===== config.mk =====
export PLATFORM = sky130hd
export DESIGN_NAME = wmsd_ctrl
export DESIGN_NICKNAME = d
export VERILOG_FILES = /design/src/sv/wmsd_pkg.sv /design/src/sv/wmsd_ctrl.sv
export SDC_FILE = /design/constraint.sdc
export NUM_CORES = 1
export LEC_CHECK = 0
export ABC_AREA = 0
export BUFFER_PORTS_ARGS = -buffer_cell sky130_fd_sc_hd__buf_2
export CAP_MARGIN = 20
export CORE_AREA = 8 8 45 47
export CTS_CLUSTER_DIAMETER = 60
export DETAILED_ROUTE_END_ITERATION = 7
export DIE_AREA = 0 0 53 55
export PLACE_DENSITY_LB_ADDON = 0.25
export SKIP_LAST_GASP = 1
export SLEW_MARGIN = 15
export SYNTH_ARGS = -nofsm -noshare
export SYNTH_HDL_FRONTEND = slang
export SYNTH_SLANG_ARGS = --single-unit

===== constraint.sdc =====
create_clock -name aclk -period 1.7 [get_ports aclk]
set_clock_uncertainty 0.1 [all_clocks]
set_input_delay 0.51 -clock aclk [delete_from_list [all_inputs] [get_ports aclk]]
set_output_delay 0.51 -clock aclk [all_outputs]
set_load 0.01 [all_outputs]

===== src/sv/wmsd_pkg.sv =====
// Package for the weighted mean surface distance block.
// Holds shared widths, the controller/datapath command and status structs.
package wmsd_pkg;

    localparam int FRAC = 16;
    localparam int WSUM_W = 27;
    localparam int XSUM_W = 58;

    localparam logic [WSUM_W-1:0] WSUM_MAX = {WSUM_W{1'b1}};
    localparam logic signed [XSUM_W-1:0] XSUM_MAX = {1'b0, {(XSUM_W-1){1'b1}}};
    localparam logic signed [XSUM_W-1:0] XSUM_MIN = {1'b1, {(XSUM_W-1){1'b0}}};

    localparam logic [1:0] REG_RADIUS = 2'd0;
    localparam logic [1:0] REG_CUTOFF = 2'd1;
    localparam logic [1:0] REG_FAR    = 2'd2;

    // Commands from the controller into the datapath
    typedef struct packed {
        logic load;      // latch item, start weight work
        logic wstep;     // one step of the weight chain
        logic accum;     // add weight into the sums
        logic fstart;    // start the final mean/root
        logic fstep;     // one step of the final chain
        logic emit;      // load output register and clear the run
    } wmsd_cmd_t;

    // Status back to the controller
    typedef struct packed {
        logic wdone;
        logic fdone;
    } wmsd_sts_t;

endpackage


===== src/sv/wmsd_ctrl.sv =====
// Controller: sequences item load, weight steps, accumulate and final steps.
// Depends on wmsd_pkg; drives wmsd_datapath.
module wmsd_ctrl (
    input  logic                aclk,
    input  logic                aresetn,
    input  logic                in_valid,
    output logic                in_ready,
    input  logic                in_last,
    output logic                out_valid,
    input  logic                out_ready,
    input  wmsd_pkg::wmsd_sts_t sts,
    output wmsd_pkg::wmsd_cmd_t cmd
);
    typedef enum logic [2:0] {IDLE, WEIGHT, ACCUM, FSTART, FINAL, EMIT} state_t;
    state_t state_reg;
    logic   last_reg;
    logic   ovalid_reg;

    assign in_ready = (state_reg == IDLE);
    assign out_valid = ovalid_reg;

    always_comb begin
        cmd = '0;
        cmd.load = in_valid && in_ready;
        cmd.wstep = (state_reg == WEIGHT) && !sts.wdone;
        cmd.accum = (state_reg == ACCUM);
        cmd.fstart = (state_reg == FSTART);
        cmd.fstep = (state_reg == FINAL) && !sts.fdone;
        cmd.emit = (state_reg == EMIT) && (!ovalid_reg || out_ready);
    end

    // step the sequence; hold a result until taken
    always_ff @(posedge aclk) begin
        if (!aresetn) begin
            state_reg <= IDLE;
            last_reg <= 1'b0;
            ovalid_reg <= 1'b0;
        end else begin
            ovalid_reg <= cmd.emit || (ovalid_reg && !out_ready);
            unique case (state_reg)
                IDLE: if (in_valid) begin
                    last_reg <= in_last;
                    state_reg <= WEIGHT;
                end
                WEIGHT: if (sts.wdone) state_reg <= ACCUM;
                ACCUM: state_reg <= last_reg ? FSTART : IDLE;
                FSTART: state_reg <= FINAL;
                FINAL: if (sts.fdone) state_reg <= EMIT;
                EMIT: if (!ovalid_reg || out_ready) state_reg <= IDLE;
                default: state_reg <= IDLE;
            endcase
        end
    end

    a_one_phase: assert property (@(posedge aclk) disable iff (!aresetn)
        !(cmd.wstep && cmd.fstep)) else $error("weight and final overlap");
    a_emit_valid: assert property (@(posedge aclk) disable iff (!aresetn)
        cmd.emit |=> ovalid_reg) else $error("emit lost result");
    a_no_accept_busy: assert property (@(posedge aclk) disable iff (!aresetn)
        (state_reg != IDLE) |-> !cmd.load) else $error("accept while busy");
endmodule


==> reports/qor.csv, run 1 <==
stage,metric,value,unit
final_layout,drive_above_1_share,0.651,
synthesis,ys_ff_latch,5,
clock_network,clockBufferDepth,2,
floorplan,die_h,55,um
timing,fin_crit_sh,1.07,
drt,route.met3.wl,79,um
final_layout,area_growth,74.8,%
clock_network,cts_tree,done,
drt,wl_per_cell,13.7,um
final_layout,nFillCells,136,
synthesis,syn_avg_cell_area,9.78,um^2
drt,drtAntennaViolNets,0,
run_status,status,"complete, but fails checks",
floorplan,initial_core_util,0.233,
drt,drcViolationCount,0,
final_layout,fin_nets,71,
synthesis,synthCells,33,
timing,max_slew_margin,0.832,
place,dp.cells,65,
drt,wl,1080,um
final_layout,design_area,564,um^2
setup_path,critical-path-slowest-cell,dfxtp_4,
timing,fin_tns_setup,-0.199,ns
clock_network,cts_root_buf,clkbuf_4,
setup_path,slowest_delay,0.35,ns
synthesis,syn_nets,40,
timing,rsz0062_at_grt,true,
timing,min_period,1.82,ns
drt,drt_iter0_markers,8,
clock_network,cts_max_level,1,
global_routing,grt_overflow,0,
setup_path,crit_fanout,4,
place,pre_cts_slack,0.0387,ns
final_layout,largest_register_ffs,3,
setup_path,crit_required,1.09,ns
setup_path,crit_type,reg2out,
setup_path,worstPathCellList,buf_6 -> nor4b_4 -> buf_2,
synthesis,syn-cell-area,323,um^2
clock_network,cts_buffers,3,
run_status,failed_checks,setup timing,
synthesis,synth_cell_type_count,23,
final_layout,antennaDiodeCount,0,
drt,top_layer_used,met4,
floorplan,dieArea,2920,um^2
global_routing,track_usage,0.0776,
global_routing,grt_max_degree,7,
timing,hold-worst-slack,0.431,ns
timing,fmaxAchievable,551,MHz
final_layout,seq_area,111,um^2
drt,wl_met2,557,um
power_and_ir_drop,max-vdd-ir-drop,0.000523,V
drt,viasPerCell,4.67,
floorplan,rows,14,
global_routing,grt_pass1_wl,1610,um
place,placed_cell_area,423,um^2
timing,maxSlewViolCount,0,
drt,drt-met1-wl,387,um
timing,finalSetupViolCount,3,
place,io_buffers,14,
setup_path,critical_path_arrival,1.21,ns
power_and_ir_drop,leakagePower,0.277,nW
drt,drtPass1Iterations,4,
floorplan,ioPinCount,15,
hold_path,hold_path_class,in2reg,
setup_path,path_buf_inv,2,
place,dp_hpwl,631,um
global_routing,grt_antenna_before_repair,0,
final_layout,multi_input_area,213,um^2
flow_run,cap_violations,0,
clock_network,clock_latency,0.25,ns
timing,final_hold_viol_count,0,
final_layout,finalNonFillerCells,79,
clock_network,path_clk_slew,0.05,ns
setup_path,critPathTopFamily,flip-flops,
power_and_ir_drop,total_power,0.380,mW
setup_path,cp-end-kind,output pin,
setup_path,crit_path_start_kind,flip-flop,
timing,fin_ws,-0.115,ns
synthesis,ys_seq_area_frac,0.310,
synthesis,yosys_warnings,0,
final_layout,final_util,0.408,
clock_network,cts.sinks,5,
floorplan,die-width,53,um
global_routing,grt_pass1_vias,357,
power_and_ir_drop,power_density,674,nW/um^2
timing,worst_pin_slew,0.248,ns
place,gp_congestion,0.710,
drt,vias,369,
floorplan,core_area,1380,um^2
==> routing by layer <==
metal | GRT usage | vias to the layer above
li1 | - | 179
met1 | 0.0804 | 171
met5 | 0 | -
met4 | 0.0517 | 0
met2 | 0.121 | 13
met3 | 0.0401 | 6
==> power by group <==
group	internal, mW	switching (mW)	leakage (nW)	total (mW)
Clock	0.0891	0.0541	0.0150	0.143
Sequential	0.122	0.00711	0.0429	0.129
Combinational	0.0652	0.0423	0.219	0.107
==> cell type report <==
type                            instances  area share
Clock buffer                            4      0.0466
Sequential cell                         5       0.197
Tap cell                               16      0.0355
Timing Repair Buffer                   29       0.344
Multi-Input combinational cell         25       0.377
==> cell usage after synthesis <==
cell type	count	area share
dfxtp_1	5	0.31
nor3b_1	3	0.070
a21oi_1	2	0.031
buf_6	2	0.070
nand2_1	2	0.023
o21a_1	2	0.046
a21boi_0	1	0.023
and2b_1	1	0.023
and3_1	1	0.019
and3b_1	1	0.027
buf_2	1	0.015
mux2_2	1	0.035
mux2i_1	1	0.031
nand2b_1	1	0.019
nor2_1	1	0.012
nor2b_1	1	0.019
nor3_1	1	0.015
nor4b_1	1	0.027
nor4b_4	1	0.074
o221ai_1	1	0.027
o311a_1	1	0.031
or2b_1	1	0.023
or3b_1	1	0.027
==> layout by cell type, fill, tap and decap left out, drive strengths merged, types with 2 or more instances in the layout <==
cell	instances
nor4b	2
nand2	2
dfxtp	5
nor3b	3
a21oi	2
buf	29
o21a	2
clkbuf	4
==> path summary, 6_finish.rpt <==
check	cells past startpoint	slack (ns)	to	from
max	3	-0.12	cmd[5]	state_reg[1]$_SDFFE_PN0P_
min	3	0.43	last_reg$_SDFFE_PN0P_	in_last
min reg2reg	2	0.44	last_reg$_SDFFE_PN0P_	last_reg$_SDFFE_PN0P_
max reg2reg	6	0.23	last_reg$_SDFFE_PN0P_	state_reg[1]$_SDFFE_PN0P_
==> cell families (layout without fill, tap and decap cells) <==
kind of cell / count (synthesis) / after routing / synth area share
DFF: 5 / 5 / 0.310
and+or+nand+nor: 16 / 16 / 0.380
muxes: 2 / 2 / 0.0659
buffers and inverters: 3 / 33 / 0.0853
AOI/OAI and AO/OA: 7 / 7 / 0.159
==> worst register-to-register path: cells and delay by family, from the launching register on <==
family                 cells  cell delay [ns]
muxes                      1             0.17
DFF                        1             0.35
buffers and inverters      3             0.38
and+or+nand+nor            2             0.35
==> repair_timing <==
item,4_1_cts,5_1_grt
hold buffers,0,0
gates resized for setup,9,4
pin swaps,2,2
setup endpoints to repair,7,7
buffers inserted,7,3
(Power assumes the default switching activity.)
==> run 2, diff against run 1 <==
Settings changed: PLACE_DENSITY from default to 0.55, PLACE_DENSITY_LB_ADDON 0.25 to default.
==> run 2 against run 1 <==
The run still ends with setup timing left. Maximum frequency rose by 5.1%. Design area fell by 12%. Critical path type unchanged. Flip-flop and latch count did not move. Register-to-register slack improved by 0.05 ns. Hold slack improved by 0.0020 ns. Via count fell by 8.7%. Largest power group is now sequential cells. First-iteration DRC count fell by 88%. Die area did not move.
==> reports/qor.csv, run 2 (same netlist as run 1, synthesis figures left out) <==
stage,metric,value,unit
flow_run,cap_violations,0,
final_layout,seq_area,109,um^2
clock_network,cts_buffers,3,
power_and_ir_drop,p_clk_frac,0.379,
global_routing,grt_antenna_before_repair,0,
hold_path,worst_hold_path.endpoint,last_reg$_SDFFE_PN0P_,
clock_network,clockBufferDepth,2,
power_and_ir_drop,p_sw_frac,0.248,
floorplan,core_area,1380,um^2
final_layout,layout_commonest_cell,buf_2,
timing,final_hold_viol_count,0,
drt,drt_iter0_markers,1,
clock_network,ctsHoldBuffers,0,
run_status,failed_checks,setup timing,
timing,maxSlewViolCount,0,
power_and_ir_drop,max-vdd-ir-drop,0.000234,V
clock_network,cts_tree,done,
clock_network,cts.sinks,5,
power_and_ir_drop,switchingPower,0.0871,mW
setup_path,crit_type,reg2out,
clock_network,cts_max_level,1,
setup_path,crit_path_start_kind,flip-flop,
final_layout,final_util,0.361,
setup_path,crit_path_start,state_reg[1]$_SDFFE_PN0P_,
drt,wl_per_cell,11.6,um
timing,fin_crit_sh,1.02,
drt,vias,337,
timing,finalSetupViolCount,3,
power_and_ir_drop,leakagePower,0.240,nW
setup_path,worstPathCellList,and2b_1 -> nor3b_2 -> buf_2,
timing,max_slew_margin,0.848,
power_and_ir_drop,power_density,704,nW/um^2
final_layout,drive_above_1_share,0.579,
drt,viasPerCell,4.62,
drt,wl,849,um
floorplan,die-width,53,um
global_routing,grt_max_degree,11,
place,dp_hpwl,640,um
hold_path,min_from,in_last,
place,gp_congestion,0.736,
setup_path,slowest_delay,0.36,ns
drt,drtPass1Iterations,2,
power_and_ir_drop,combPwrFrac,0.239,
global_routing,grt_pass1_wl,1430,um
timing,rsz0062_at_grt,true,
clock_network,clock_latency,0.24,ns
timing,worst_pin_slew,0.227,ns
timing,fin_tns_setup,-0.0638,ns
floorplan,rows,14,
clock_network,path_clk_slew,0.04,ns
final_layout,mostFrequentLayoutCells,"14 x buf_2, 9 x buf_4, 3 x clkbuf_4",
floorplan,initial_core_util,0.233,
setup_path,critical-path-slowest-cell,dfxtp_4,
final_layout,multi_input_area,206,um^2
drt,drcViolationCount,0,
setup_path,reg2reg_from,state_reg[0]$_SDFFE_PN0P_,
timing,fin_ws,-0.0269,ns
setup_path,crit_fanout,6,
global_routing,grt_pass1_vias,336,
power_and_ir_drop,pwr-share-seq,0.382,
final_layout,area_growth,54.7,%
timing,fmaxAchievable,579,MHz
timing,min_period,1.73,ns
setup_path,r2r-end,state_reg[0]$_SDFFE_PN0P_,
final_layout,fin_nets,65,
setup_path,cp-end-kind,output pin,
setup_path,critical_path_arrival,1.12,ns
power_and_ir_drop,intPower,0.264,mW
hold_path,hold_path_class,in2reg,
place,io_buffers,14,
final_layout,largest_register_ffs,3,
global_routing,track_usage,0.0678,
drt,drtAntennaViolNets,0,
floorplan,dieArea,2920,um^2
hold_path,min_path_cells,3,
setup_path,r2r_setup_slack,0.28,ns
clock_network,cts_root_buf,clkbuf_4,
run_status,status,"complete, but fails checks",
final_layout,nFillCells,162,
setup_path,crit_required,1.09,ns
final_layout,antennaDiodeCount,0,
power_and_ir_drop,total_power,0.351,mW
global_routing,grt_overflow,0,
floorplan,die_h,55,um
setup_path,r2r_cells,5,
floorplan,ioPinCount,15,
[run 2: layout make-up]
| type | instances | area share |
|---|---|---|
| repair buffers | 23 | 0.276 |
| well taps | 16 | 0.0401 |
| clock buffers | 4 | 0.0526 |
| flip-flops and latches | 5 | 0.218 |
| multi-input cells | 25 | 0.414 |
[run 2: power by group through the flow]
stage	combinational, mW	clock [mW]	sequential, mW
2_1_floorplan	0.0491	0	0.130
3_3_place_gp	0.0694	0	0.137
3_5_place_dp	0.0697	0	0.137
4_1_cts	0.0812	0.140	0.134
5_1_grt	0.0923	0.147	0.135
6_report	0.0839	0.133	0.134
[run 2: what timing repair did]
action / in CTS / in global routing
cloned: 0 / 0
setup endpoints to repair: 7 / 7
setup buffers: 3 / 1
pin swaps: 3 / 0
gates resized for setup: 7 / 0
[run 2: worst max path at each step]
stage | to | cells after the start
floorplan | cmd[4] | 3
global placement | cmd[0] | 4
detailed placement | cmd[5] | 3
CTS | cmd[4] | 3
global route | cmd[4] | 3
finish | cmd[4] | 3
[run 2: per-layer routing]
layer  track usage  up-vias  wire length [um]
met5             0        -                 0
met1        0.0654      159               346
met2         0.113        6               426
met4        0.0647        0                 5
met3        0.0214        2                70
li1              -      170                 -
[run 2: worst max-delay path, delay by kind of cell (launching register included)]
kind / cells / cell delay, ns
buf+inv: 1 / 0.15
simple gates: 2 / 0.37
flops: 1 / 0.36
[run 2: per-stage QoR]
stage	area, um^2	std cells	hold slack [ns]	setup WS [ns]
2_1_floorplan	323	33	0.388	0.103
3_3_place_gp	423	65	0.433	0.0611
3_5_place_dp	423	65	0.435	0.0488
4_1_cts	492	72	0.431	-0.0407
5_1_grt	499	73	0.445	-0.0895
6_report	499	73	0.433	-0.0269
==> run 3, diff against run 2 <==
Settings changed: CTS_BUF_LIST from default to sky130_fd_sc_hd__clkbuf_8.
==> run 3 against run 2 <==
Worst setup slack gained 0.024 ns. Register-to-register slack gained 0.12 ns. Largest power group is now clock. Flip-flop and latch count is the same. The run still ends with setup timing left. Combinational power shrank 5.2%. First-iteration DRC count is the same. Final cell count shrank 1.4%. Sequential share of layout area shrank 0.48 points. Clock-buffer cell count shrank 1. Maximum frequency grew 1.4%.
==> reports/qor.csv, run 3 (same netlist as run 1, synthesis figures left out) <==
stage,metric,value,unit
run_status,status,"complete, but fails checks",
run_status,failed_checks,setup timing,
floorplan,ioPinCount,15,
setup_path,cp-end-kind,output pin,
floorplan,die-width,53,um
final_layout,mostFrequentLayoutCells,"14 x buf_2, 8 x buf_4, 3 x clkbuf_8",
timing,finalSetupViolCount,2,
clock_network,clockBufferDepth,2,
hold_path,min_path_cells,2,
floorplan,dieArea,2920,um^2
final_layout,fin_nets,64,
timing,maxSlewViolCount,0,
power_and_ir_drop,leakagePower,0.246,nW
setup_path,r2r_setup_slack,0.40,ns
drt,wl,827,um
drt,wl_per_cell,11.5,um
clock_network,cts_root_buf,clkbuf_8,
timing,min_period,1.70,ns
clock_network,path_clk_slew,0.03,ns
setup_path,r2r_cells,2,
final_layout,area_growth,58.1,%
floorplan,rows,14,
final_layout,largest_register_ffs,3,
power_and_ir_drop,power_density,831,nW/um^2
drt,drtPass1Iterations,2,
floorplan,core_area,1380,um^2
setup_path,crit_path_start_kind,flip-flop,
final_layout,drive_above_1_share,0.571,
final_layout,layout_commonest_cell,buf_2,
timing,max_slew_margin,0.844,
final_layout,antennaDiodeCount,0,
floorplan,initial_core_util,0.233,
flow_run,cap_violations,0,
place,dp_hpwl,640,um
drt,viasPerCell,4.61,
drt,vias,332,
timing,rsz0062_at_grt,true,
place,dp.cells,65,
drt,drtAntennaViolNets,0,
timing,fmaxAchievable,587,MHz
timing,worst_pin_slew,0.233,ns
global_routing,grt_max_degree,11,
global_routing,grt_pass1_wl,1440,um
hold_path,hold_path_class,reg2reg,
floorplan,die_h,55,um
global_routing,grt_antenna_before_repair,0,
setup_path,crit_type,reg2out,
place,io_buffers,14,
global_routing,grt_pass1_vias,323,
power_and_ir_drop,max-vdd-ir-drop,0.000319,V
setup_path,crit_required,1.09,ns
setup_path,reg2reg_from,state_reg[2]$_SDFFE_PN0P_,
setup_path,r2r-end,state_reg[0]$_SDFFE_PN0P_,
timing,fin_crit_sh,1.00,
timing,fin_tns_setup,-0.00442,ns
setup_path,crit_path_end,cmd[4],
setup_path,crit_fanout,6,
drt,drt_iter0_markers,1,
setup_path,slowest_delay,0.36,ns
final_layout,nFillCells,156,
setup_path,critical-path-slowest-cell,dfxtp_4,
final_layout,finalNonFillerCells,72,
clock_network,clock_latency,0.22,ns
timing,final_hold_viol_count,0,
final_layout,design_area,510,um^2
setup_path,critical_path_arrival,1.09,ns
global_routing,grt_overflow,0,
timing,fin_ws,-0.00339,ns
clock_network,cts_max_level,1,
clock_network,cts.sinks,5,
setup_path,worstPathCellList,and2b_1 -> nor3b_2 -> buf_2,
place,pre_cts_slack,0.0488,ns
global_routing,track_usage,0.0689,
place,gp_congestion,0.736,
place,placed_cell_area,423,um^2
clock_network,cts_tree,done,
power_and_ir_drop,total_power,0.424,mW
drt,drcViolationCount,0,
clock_network,cts_buffers,3,
setup_path,crit_path_start,state_reg[1]$_SDFFE_PN0P_,
[run 3: changes by cell type in the layout (fill, tap and decap cells not counted), sizes merged]
cell,before,now
buf,23,22
clkbuf,4,3
inv,0,1
[run 3: per-stage QoR]
stage           util  hold slack, ns
2_1_floorplan      -           0.388
3_3_place_gp   0.306           0.433
3_5_place_dp   0.306           0.435
4_1_cts        0.358           0.450
5_1_grt        0.369           0.471
6_report       0.369           0.445
[run 3: area by class of cell]
cell class | instances | area, um^2 | share of cell area
Timing Repair Buffer | 22 | 130 | 0.255
Tap cell | 16 | 20.0 | 0.0392
Multi-Input combinational cell | 25 | 206 | 0.404
Sequential cell | 5 | 109 | 0.213
Clock buffer | 3 | 41.3 | 0.0809
Clock inverter | 1 | 3.75 | 0.00735
[run 3: power breakdown]
part,internal (mW),switching (mW)
clock network,0.154,0.0554
registers,0.124,0.0108
logic,0.0489,0.0306
total,0.328,0.0968
[run 3: critical path, delay by kind of cell, from the launching register on]
family                 cells  cell delay [ns]
AND/OR/NAND/NOR            2             0.37
flip-flops                 1             0.36
buffers and inverters      1             0.15
[run 3: worst min path at each step]
stage | from | end | slack [ns]
floorplan | last_reg$_SDFFE_PN0P_ | last_reg$_SDFFE_PN0P_ | 0.39
global placement | last_reg$_SDFFE_PN0P_ | last_reg$_SDFFE_PN0P_ | 0.43
detailed placement | last_reg$_SDFFE_PN0P_ | last_reg$_SDFFE_PN0P_ | 0.44
CTS | last_reg$_SDFFE_PN0P_ | last_reg$_SDFFE_PN0P_ | 0.45
global route | aresetn | state_reg[2]$_SDFFE_PN0P_ | 0.47
finish | last_reg$_SDFFE_PN0P_ | last_reg$_SDFFE_PN0P_ | 0.44
[run 3: metal layers]
metal | up-vias | global-route usage | part of all wire
met3 | 4 | 0.0294 | 0.086
met1 | 150 | 0.0684 | 0.41
met5 | - | 0 | 0
li1 | 170 | - | -
met2 | 8 | 0.107 | 0.48
met4 | 0 | 0.0647 | 0.023
[run 3: what timing repair did]
item                       CTS  global route
hold endpoints to repair     0             0
setup endpoints to repair    6             7
resized for setup            7             0
hold buffers                 0             0
setup buffers                1             2
pin swaps                    1             2
